===== config.mk =====
export PLATFORM = sky130hd
export DESIGN_NAME = servo_gesture_sequencer_core
export DESIGN_NICKNAME = d
export VERILOG_FILES = /design/src/rtl/sgs_pkg.sv /design/src/rtl/sgs_cmd_gen.sv /design/src/rtl/sgs_seq.sv /design/src/rtl/servo_gesture_sequencer_core.sv
export VERILOG_INCLUDE_DIRS = /design/src /design/src/rtl
export SDC_FILE = /design/constraint.sdc
export NUM_CORES = 1
export LEC_CHECK = 0
export BUFFER_PORTS_ARGS = -buffer_cell sky130_fd_sc_hd__buf_4
export CAP_MARGIN = 20
export CORE_ASPECT_RATIO = 1.25
export CORE_MARGIN = 3
export CORE_UTILIZATION = 45
export DETAILED_ROUTE_END_ITERATION = 10
export GPL_TIMING_DRIVEN = 0
export PLACE_DENSITY = 0.74
export SKIP_CTS_REPAIR_TIMING = 1
export SYNTH_ARGS = -nofsm -noshare
export SYNTH_HDL_FRONTEND = slang
export SYNTH_SLANG_ARGS = --single-unit
export TNS_END_PERCENT = 100

===== constraint.sdc =====
create_clock -name clk -period 8.08 [get_ports clk]
set_clock_uncertainty 0.1 [all_clocks]
set_input_delay 2.424 -clock clk [delete_from_list [all_inputs] [get_ports clk]]
set_output_delay 2.424 -clock clk [all_outputs]
set_load 0.005 [all_outputs]

===== src/rtl/servo_gesture_sequencer_core_defines.svh =====
// ---------------------------------------------------------------------------
// Servo gesture sequencer assertion macros
// Short forms for the concurrent checks in the sequencer RTL.
// ---------------------------------------------------------------------------
`ifndef SERVO_GESTURE_SEQUENCER_CORE_DEFINES_SVH
`define SERVO_GESTURE_SEQUENCER_CORE_DEFINES_SVH

// Same-cycle implication, sampled on clk, off during rst.
`define SGS_ASSERT_NOW(label, pre, post) \
  label: assert property (@(posedge clk) disable iff (rst) (pre) |-> (post)) \
    else $error("sgs check failed");

// Next-cycle implication, sampled on clk, off during rst.
`define SGS_ASSERT_NEXT(label, pre, post) \
  label: assert property (@(posedge clk) disable iff (rst) (pre) |=> (post)) \
    else $error("sgs check failed");

`endif


===== src/rtl/sgs_pkg.sv =====
// ---------------------------------------------------------------------------
// Servo gesture sequencer package
// Opcodes, gesture step table, result types shared by the sequencer RTL.
// ---------------------------------------------------------------------------
`timescale 1ns / 1ps

package sgs_pkg;

  localparam int NUM_GESTURES   = 4;
  localparam int MAX_STEPS      = 4;
  localparam int TIMER_BITS     = 9;
  localparam int TABLE_GESTURES = 4;

  localparam int ANGLE_W  = 8;
  localparam int DUR_W    = 9;
  localparam int CFG_IDX_W = 2;

  localparam logic [ANGLE_W-1:0] MAX_ANGLE       = 8'd180;
  localparam logic [ANGLE_W-1:0] ROT_CENTER_RST  = 8'd90;
  localparam logic [ANGLE_W-1:0] TILT_CENTER_RST = 8'd57;

  // Register map
  localparam logic [CFG_IDX_W-1:0] REG_ROT_CENTER  = 2'd0;
  localparam logic [CFG_IDX_W-1:0] REG_TILT_CENTER = 2'd1;

  typedef enum logic [1:0] {
    OP_TICK   = 2'd0,
    OP_PLAY   = 2'd1,
    OP_CANCEL = 2'd2
  } opcode_t;

  // Offset marker for "keep current angle"
  localparam logic signed [7:0] NO_MOVE = 8'sh7F;

  // Step table, indexed by {gesture, step}
  localparam logic signed [7:0] ROT_OFS [16] = '{
    NO_MOVE, NO_MOVE, NO_MOVE, NO_MOVE,
    NO_MOVE, NO_MOVE, NO_MOVE, NO_MOVE,
    8'sd22,  -8'sd22, 8'sd12,  8'sd0,
    8'sd0,   NO_MOVE, NO_MOVE, NO_MOVE
  };

  localparam logic signed [7:0] TILT_OFS [16] = '{
    8'sd13,  -8'sd9,  8'sd0,   NO_MOVE,
    8'sd15,  -8'sd12, 8'sd10,  8'sd0,
    NO_MOVE, NO_MOVE, NO_MOVE, NO_MOVE,
    8'sd0,   NO_MOVE, NO_MOVE, NO_MOVE
  };

  localparam logic [DUR_W-1:0] DUR_MS [16] = '{
    9'd220, 9'd280, 9'd200, 9'd0,
    9'd200, 9'd240, 9'd200, 9'd220,
    9'd260, 9'd340, 9'd260, 9'd260,
    9'd400, 9'd0,   9'd0,   9'd0
  };

  localparam logic [2:0] GEST_LEN [4] = '{3'd3, 3'd4, 3'd4, 3'd1};

  typedef struct packed {
    logic               rot_valid;
    logic [ANGLE_W-1:0] rot_angle;
    logic               tilt_valid;
    logic [ANGLE_W-1:0] tilt_angle;
  } cmd_t;

  typedef struct packed {
    logic accepted;
    cmd_t cmd;
    logic busy;
    logic finished;
  } res_t;

  // Step count of a gesture, capped by MAX_STEPS
  function automatic logic [2:0] gest_len(input logic [1:0] g);
    logic [2:0] n;
    n = GEST_LEN[g];
    if (int'(n) > MAX_STEPS) n = 3'(MAX_STEPS);
    return n;
  endfunction

endpackage


===== src/rtl/sgs_cmd_gen.sv =====
// ---------------------------------------------------------------------------
// Servo gesture command generator
// Looks up one step and forms saturated rotation and tilt commands.
// ---------------------------------------------------------------------------
`timescale 1ns / 1ps

module sgs_cmd_gen import sgs_pkg::*; (
  input  logic               en,
  input  logic [1:0]         gest,
  input  logic [1:0]         step,
  input  logic [ANGLE_W-1:0] rot_center,
  input  logic [ANGLE_W-1:0] tilt_center,
  output cmd_t               cmd
);

  logic signed [7:0] rot_ofs;
  logic signed [7:0] tilt_ofs;

  // center + offset, clamped to 0..180
  function automatic logic [ANGLE_W-1:0] sat_angle(input logic [ANGLE_W-1:0] c,
                                                   input logic signed [7:0] o);
    logic signed [9:0] sum;
    sum = $signed({2'b00, c}) + 10'(o);
    if (sum < 0) return '0;
    if (sum > $signed({2'b00, MAX_ANGLE})) return MAX_ANGLE;
    return sum[ANGLE_W-1:0];
  endfunction

  assign rot_ofs  = ROT_OFS[{gest, step}];
  assign tilt_ofs = TILT_OFS[{gest, step}];

  always_comb begin
    cmd = '0;
    if (en && rot_ofs != NO_MOVE) begin
      cmd.rot_valid = 1'b1;
      cmd.rot_angle = sat_angle(rot_center, rot_ofs);
    end
    if (en && tilt_ofs != NO_MOVE) begin
      cmd.tilt_valid = 1'b1;
      cmd.tilt_angle = sat_angle(tilt_center, tilt_ofs);
    end
  end

endmodule


===== src/rtl/sgs_seq.sv =====
// ---------------------------------------------------------------------------
// Servo gesture step sequencer
// Holds the playback state and works out one result per request.
// ---------------------------------------------------------------------------
`timescale 1ns / 1ps

module sgs_seq import sgs_pkg::*; #(
  parameter int TIMER_BITS_P = TIMER_BITS
) (
  input  logic               clk,
  input  logic               rst,
  input  logic               fire,
  input  logic [1:0]         op,
  input  logic [2:0]         id,
  input  logic [ANGLE_W-1:0] rot_center,
  input  logic [ANGLE_W-1:0] tilt_center,
  output res_t               res
);

  logic                    playing, playing_next;
  logic [1:0]              gest, gest_next;
  logic [1:0]              step, step_next;
  logic [TIMER_BITS_P-1:0] elapsed, elapsed_next;

  logic                    issue_en;
  logic [1:0]              issue_gest;
  logic [1:0]              issue_step;
  logic [TIMER_BITS_P-1:0] el_inc;
  logic [2:0]              step_inc;
  cmd_t                    cmd;

  assign el_inc   = (elapsed == '1) ? elapsed : elapsed + TIMER_BITS_P'(1);
  assign step_inc = {1'b0, step} + 3'd1;

  always_comb begin
    playing_next = playing;
    gest_next    = gest;
    step_next    = step;
    elapsed_next = elapsed;
    issue_en     = 1'b0;
    issue_gest   = gest;
    issue_step   = step_inc[1:0];
    res          = '0;
    case (op)
      OP_PLAY: begin
        if (int'(id) < NUM_GESTURES && int'(id) < TABLE_GESTURES) begin
          playing_next = 1'b1;
          gest_next    = id[1:0];
          step_next    = '0;
          elapsed_next = '0;
          res.accepted = 1'b1;
          issue_en     = 1'b1;
          issue_gest   = id[1:0];
          issue_step   = '0;
        end
      end
      OP_CANCEL: begin
        playing_next = 1'b0;
      end
      OP_TICK: begin
        if (playing) begin
          elapsed_next = el_inc;
          if (el_inc >= TIMER_BITS_P'(DUR_MS[{gest, step}])) begin
            if (step_inc >= gest_len(gest)) begin
              playing_next = 1'b0;
              res.finished = 1'b1;
            end else begin
              step_next    = step_inc[1:0];
              elapsed_next = '0;
              issue_en     = 1'b1;
            end
          end
        end
      end
      default: begin
      end
    endcase
    res.cmd  = cmd;
    res.busy = playing_next;
  end

  sgs_cmd_gen u_cmd_gen (
    .en          (issue_en),
    .gest        (issue_gest),
    .step        (issue_step),
    .rot_center  (rot_center),
    .tilt_center (tilt_center),
    .cmd         (cmd)
  );

  always_ff @(posedge clk) begin
    if (rst) begin
      playing <= 1'b0;
      gest    <= '0;
      step    <= '0;
      elapsed <= '0;
    end else if (fire) begin
      playing <= playing_next;
      gest    <= gest_next;
      step    <= step_next;
      elapsed <= elapsed_next;
    end
  end

endmodule


===== src/rtl/servo_gesture_sequencer_core.sv =====
// ---------------------------------------------------------------------------
// Servo gesture sequencer core
// Plays built-in timed head gestures as saturated rotation/tilt commands.
// ---------------------------------------------------------------------------
//  channel  dir  handshake             payload
//  -------  ---  --------------------  ----------------------------------------
//  in       in   in_valid / in_ready   opcode, gesture_id
//  out      out  out_valid / out_ready accepted, rotation_*, tilt_*, busy_res,
//                                      finished
//  cfg      in   cfg_valid / cfg_ready cfg_index, cfg_data
//
//  Path: a request is held in the input register, then its result lands in
//  the output register, where out_valid rises; a stall can hold it between.
//  Throughput: one request per cycle while the output is not stalled; the
//  step table lookup, timer compare and angle add/clamp all fit between
//  those two registers. Stalls: out_ready low with a result waiting freezes
//  the output register and a full input register; in_ready drops only when
//  the input register is full and the output can't drain.
//  Reset: sync, active high; idle, centers back to 90 / 57; cfg always ready.
// ---------------------------------------------------------------------------
`timescale 1ns / 1ps
`include "servo_gesture_sequencer_core_defines.svh"

module servo_gesture_sequencer_core import sgs_pkg::*; #(
  parameter int TIMER_BITS_P = TIMER_BITS
) (
  input  logic                 clk,
  input  logic                 rst,
  // request channel
  input  logic                 in_valid,
  output logic                 in_ready,
  input  logic [1:0]           opcode,
  input  logic [2:0]           gesture_id,
  // result channel
  output logic                 out_valid,
  input  logic                 out_ready,
  output logic                 accepted,
  output logic                 rotation_valid,
  output logic [ANGLE_W-1:0]   rotation_angle,
  output logic                 tilt_valid,
  output logic [ANGLE_W-1:0]   tilt_angle,
  output logic                 busy_res,
  output logic                 finished,
  // config write channel
  input  logic                 cfg_valid,
  output logic                 cfg_ready,
  input  logic [CFG_IDX_W-1:0] cfg_index,
  input  logic [ANGLE_W-1:0]   cfg_data
);

  // Input register stage
  logic       s1_valid;
  logic [1:0] s1_op;
  logic [2:0] s1_id;

  // Pipeline advance: output register free or draining this cycle
  logic advance;
  logic fire;

  // Center registers
  logic [ANGLE_W-1:0] rot_center;
  logic [ANGLE_W-1:0] tilt_center;

  res_t res_comb;
  res_t res_q;

  assign advance   = !out_valid || out_ready;
  assign fire      = s1_valid && advance;
  assign in_ready  = !s1_valid || advance;
  assign cfg_ready = 1'b1;

  always_ff @(posedge clk) begin
    if (rst) begin
      s1_valid <= 1'b0;
    end else if (in_ready) begin
      s1_valid <= in_valid;
    end
  end

  always_ff @(posedge clk) begin
    if (in_valid && in_ready) begin
      s1_op <= opcode;
      s1_id <= gesture_id;
    end
  end

  // Config writes; unknown indexes are dropped
  always_ff @(posedge clk) begin
    if (rst) begin
      rot_center  <= ROT_CENTER_RST;
      tilt_center <= TILT_CENTER_RST;
    end else if (cfg_valid && cfg_ready) begin
      case (cfg_index)
        REG_ROT_CENTER:  rot_center  <= cfg_data;
        REG_TILT_CENTER: tilt_center <= cfg_data;
        default: begin
        end
      endcase
    end
  end

  // State update and result forming happen as the request leaves stage 1
  sgs_seq #(
    .TIMER_BITS_P (TIMER_BITS_P)
  ) u_seq (
    .clk         (clk),
    .rst         (rst),
    .fire        (fire),
    .op          (s1_op),
    .id          (s1_id),
    .rot_center  (rot_center),
    .tilt_center (tilt_center),
    .res         (res_comb)
  );

  // Output register
  always_ff @(posedge clk) begin
    if (rst) begin
      out_valid <= 1'b0;
    end else if (advance) begin
      out_valid <= s1_valid;
    end
  end

  always_ff @(posedge clk) begin
    if (fire) begin
      res_q <= res_comb;
    end
  end

  assign accepted       = res_q.accepted;
  assign rotation_valid = res_q.cmd.rot_valid;
  assign rotation_angle = res_q.cmd.rot_angle;
  assign tilt_valid     = res_q.cmd.tilt_valid;
  assign tilt_angle     = res_q.cmd.tilt_angle;
  assign busy_res       = res_q.busy;
  assign finished       = res_q.finished;

  // A started gesture is playing afterwards
  `SGS_ASSERT_NOW(a_accept_busy, out_valid && accepted, busy_res)
  // Finishing leaves the block idle with no servo command
  `SGS_ASSERT_NOW(a_finish_idle, out_valid && finished,
                  !busy_res && !rotation_valid && !tilt_valid && !accepted)
  // Commanded angles stay in the servo range
  `SGS_ASSERT_NOW(a_rot_range, out_valid && rotation_valid, rotation_angle <= MAX_ANGLE)
  `SGS_ASSERT_NOW(a_tilt_range, out_valid && tilt_valid, tilt_angle <= MAX_ANGLE)
  // An accepted request occupies the input stage next cycle
  `SGS_ASSERT_NEXT(a_in_capture, in_valid && in_ready, s1_valid)

endmodule


* After elaboration in Yosys (flattened, before gate mapping)
Memories as Yosys holds them, arrays and structs flattened.
Cells that the tools add are included.
** Word-level totals
- Bits in read-only memories :: 400
- Memories :: 3
- Logic and storage cells :: 122
- Register bits after elaboration :: 58
** Cells by class
- Multiplexer cells :: 58
- Reduce and logical (&&, ||, !) cells :: 16
- Add/subtract/negate cells :: 4
- Magnitude comparators :: 11
- Bitwise logic cells :: 3
- Equality and inequality tests :: 10
** Memory list
- (name not given) :: words 16, bits a word 9, rd ports 1, clocked after memory_dff 0, write ports 0, RTL line sgs_seq.sv:63 : if (el_inc >= TIMER_BITS_P'(DUR_MS[{gest, step}])) begin
- (name not given) :: words 16, bits a word 8, rd ports 1, clocked after memory_dff 0, write ports 0, RTL line sgs_cmd_gen.sv:30 : assign tilt_ofs = TILT_OFS[{gest, step}];
- (name not given) :: words 16, bits a word 8, rd ports 1, clocked after memory_dff 0, write ports 0, RTL line sgs_cmd_gen.sv:29 : assign rot_ofs = ROT_OFS[{gest, step}];
** Operators by type and width (number)
- $mux 8 :: 12
- $mux 9 :: 9
- $add 9x8->10 :: 2
- $gt 10x9->1 const B :: 2
- $lt 10x1->1 const B :: 2
- $mux 1 :: 18
- $mux 3 :: 6
- $pmux 9 s2 :: 1
- $mux 2 :: 8
- $ne 8x8->1 const B :: 2
- $ge 5x5->1 const B :: 2
- $not 4->5 :: 2
- $add 9x1->9 const B :: 1
- $eq 9x9->1 const B :: 1
- $ge 9x9->1 :: 1
- $bmux 3 s2 :: 1
- $ne 2x1->1 const B :: 3
- $reduce_and 6->1 :: 1
- $eq 2x1->1 const B :: 2
- $logic_and 1x1->1 :: 4
- $logic_not 2->1 :: 2
- $pmux 2 s2 :: 1
- $reduce_and 2->1 :: 2
- $reduce_and 4->1 :: 1
- other kinds (14) :: 16

* Depth between registers and ports, before layout
- Word-level depth :: 21
- Mapped depth :: 19
- Gate-level depth less buffers :: 18

* Hierarchy
From an unflattened synthesis, not the netlist that was laid out.
** Unflattened totals
- Cell total of the unflattened synthesis :: 446
- Area, all modules :: 4204.0 µm²
** By module, submodules not included
- servo_gesture_sequencer_core :: times used 1, sequential area each 1141.1 µm², cells an instance 105, area each 1546.5 µm²
- sgs_cmd_gen :: times used 1, sequential area each 0.0 µm², cells an instance 179, area each 1335.0 µm²
- sgs_seq :: times used 1, sequential area each 280.3 µm², cells an instance 162, area each 1322.5 µm²

* Worst setup path after synthesis
OpenSTA, ideal clock, no wires.
- Path type :: input to output
- Start :: input out_ready
- End :: output in_ready
- Stages on the path :: 2
- Arrival time :: 2.731 ns
- Path slack :: 2.825 ns
- Path buffers :: 0
- Data required time :: 5.556 ns
- Cells stage by stage :: nor2b_1 -> nand2_1
** Between the ends
- Cells in the longest elaborated chain, start to end :: 2
** RTL lines
- from (decl) :: RTL line servo_gesture_sequencer_core.sv:36 : input logic out_ready,
- $logic_or 1x1->1 :: RTL line servo_gesture_sequencer_core.sv:67 : assign advance = !out_valid || out_ready;
- $logic_or 1x1->1 :: RTL line servo_gesture_sequencer_core.sv:69 : assign in_ready = !s1_valid || advance;
- to (decl) :: RTL line servo_gesture_sequencer_core.sv:31 : output logic in_ready,
Every way passes these cells.

* Final worst setup path
Same ends and word-level chain as after synthesis.

==> summary.txt <==
Run status
  • Status: completed

Pwr
  • Pwr dens: 171.7 nW/um^2
  • Sequential share of power: 35.2%
  • Share of total power in combinational logic: 24.8%
  • Internal: 0.6458 mW
  • Clock group share of total power: 40.0%
  • Power Total: 0.9213 mW
  • VDD IR max: 0.09760 mV
  • Sw frac: 29.90%
  • Pleak: 2.133 nW
  • Sw power: 0.2754 mW

Die
  • IO Pins: 44
  • Die H: 119.2 um
  • Initial core utilization: 47.05%
  • Die W: 96.59 um
  • Core Box Area: 9809 um^2
  • # rows: 40
  • Die area: 11520 um^2

Clocking
  • CTS Buf Count: 9
  • CTS tree: built
  • Clock transition at the registers of the reported paths: 50 ps
  • Worst skew pair latency: 330 ps
  • Max clock buf depth: 2
  • Number of H-tree levels: 3
  • Root buf cell: clkbuf_16
  • Clock Sink Count: 58

Timing
  • Post-layout minimum cycle time: 5618 ps
  • Fmax: 178.0 MHz
  • Final hold violation count: 0
  • Final worst-path cycle share: 69.52%
  • Slew Viols, Final: 0
  • Tightest Pin Transition: 919.1 ps
  • Final setup TNS: 0 ps
  • Slew HR: 38.66%
  • Final setup vio count: 0
  • RSZ-0062 raised after global routing: false

Drt
  • Antenna Violating Nets Remaining: 0
  • Pre-antenna DRT Iters: 6
  • Routed len/inst: 15.41 um
  • DR DRC count: 0
  • Post-Route WL: 10690 um
  • Vias per cell: 5.707
  • Via count: 3961
  • 1st-iter DRT viols: 164

Cells and area
  • Multi-input logic area: 2942 um^2
  • Number of fill cells: 926
  • Sequential cell area: 1421 um^2
  • Antenna cells: 0
  • Nets: 624
  • Area grow syn2layout: 16.26%
  • Share of cells above drive strength 1: 16.90%

Yosys
  • Top cell type's share of synthesized area: 16.92%
  • Top cell type by total area after synthesis: edfxtp_1
  • Register area share after synthesis: 30.79%
  • Syn Std Cell Area: 4616 um^2
  • Post-synth top cells: 47 x nor2_1, 39 x ha_1, 37 x nand2_1
  • Prevailing post-synth register cell: dfxtp_1
  • Top-count cell post-synth: nor2_1
  • Post-Syn Nets: 572
  • Seq cells post-synth: 58
  • Mean post-synth cell area: 9.033 um^2
  • Unique masters post-synth: 83
  • Ys Warns: 0
  • Cells after Synth: 511
  • Async SR Flop Fraction: 0%
  • Synth top area cells: edfxtp_1 17%, dfxtp_1 14%, ha_1 11%
  • EDFF count, synth: 26

Worst setup path
  • Worst Setup SP: out_ready
  • Reg-to-Reg Start: u_seq.step[0]
  • WP data required: 5560 ps
  • Crit Path Max Fanout: 5
  • Critical path arrival: 3090 ps
  • Setup crit end kind: primary output
  • Setup Crit Path Kind: input pin to primary output
  • Crit path launch type: input pin

Hold path
  • Critical hold path startpoint: tilt_center[5]
  • Min-delay worst type: register to register

GRT
  • Number of global-route vias before repair: 3979
  • Largest net degree at the start of global routing: 24
  • Initial antenna violation count: 0
  • GRT overflow: 0
  • First-pass GRT wire length: 18310 um
  • All-Layer GR Usage: 19.93%

Job
  • Maxcap violations: 0

Placement
  • RD Place Congestion: 0.8831
  • Hpwl dp: 8222 um
  • IO Port Bufs: 41
sequential cells by signal, indices dropped and copies added (netlist names):
signal          cells
tilt_center         8
s1_valid            1
tilt_valid          1
out_valid           1
busy_res            1
rotation_angle      8
s1_id               3
rot_center          8
rotation_valid      1
s1_op               2
tilt_angle          8
u_seq.gest          2
u_seq.playing       1
u_seq.elapsed       9
accepted            1
finished            1
u_seq.step          2
cell families after synthesis:
kind of cell / synth area share (%)
flops: 30.79
compound gates: 22.36
fa+ha+maj: 11.44
other cells: 0.08124
simple gates: 22.99
mux: 3.443
xor+xnor: 3.416
buf+inv: 5.476
metrics by stage:
| step | setup WS [ps] | instance area (um^2) | instances | hold WS, ps | util (%) |
|---|---|---|---|---|---|
| after floorplan | 2825 | 4616 | 511 | 342.3 | - |
| after global placement | 2507 | 5081 | 678 | 359.5 | 51.80 |
| after detailed placement | 2454 | 5081 | 678 | 377.0 | 51.80 |
| after CTS | 2454 | 5366 | 694 | 392.0 | 54.71 |
| after global routing | 2371 | 5366 | 694 | 398.0 | 54.71 |
| final | 2462 | 5366 | 694 | 386.4 | 54.71 |
power groups by stage:
stage | Combinational, mW | Clock (mW) | Sequential (mW)
2_1_floorplan | 0.174 | 0 | 0.329
3_3_place_gp | 0.220 | 0 | 0.330
3_5_place_dp | 0.225 | 0 | 0.331
4_1_cts | 0.229 | 0.374 | 0.325
5_1_grt | 0.254 | 0.386 | 0.326
6_report | 0.228 | 0.368 | 0.325
final timing paths:
path	to	slack [ps]	cells past startpoint
hold / removal	tilt_center[5]	390	1
hold reg to reg	tilt_center[5]	390	1
setup reg to reg	tilt_angle[2]	3470	15
setup / recovery	in_ready	2460	4
area by class of cell:
class                   count  area share, %
clock buffers               9          4.197
repair buffers             41          5.736
clock inverters             7          1.119
inverters                  38          2.844
flip-flops and latches     58          26.49
plain buffers              22          1.865
multi-input cells         393          54.81
well taps                 126          2.938
worst max-delay path: stages:
cell,delay (ps)
buf_4,110
nor2b_1,280
nand2_1,130
buf_4,150
cells in the final DEF, fill, tap and decap left out, types with 11 or more instances in the layout:
cell type and instances:
ha_1 39, clkbuf_1 12, nand2b_1 15, buf_4 44, edfxtp_1 26, xnor2_1 14
nor2_1 47, inv_1 35, a211o_1 12, dfxtp_1 32, a31oi_1 11, a21oi_1 25
o21ai_0 17, nand3_1 13, nand2_1 37
per-layer routing:
metal	vias up	GRT usage, %	part of all wire, %	wire length [um]
met2	62	35.75	52	5587
li1	1989	-	-	-
met3	15	4.611	3.7	391
met5	-	0	0	0
met1	1895	22.82	42	4542
met4	0	6.228	1.6	170
No activity file was read; power rests on OpenSTA's default activity.
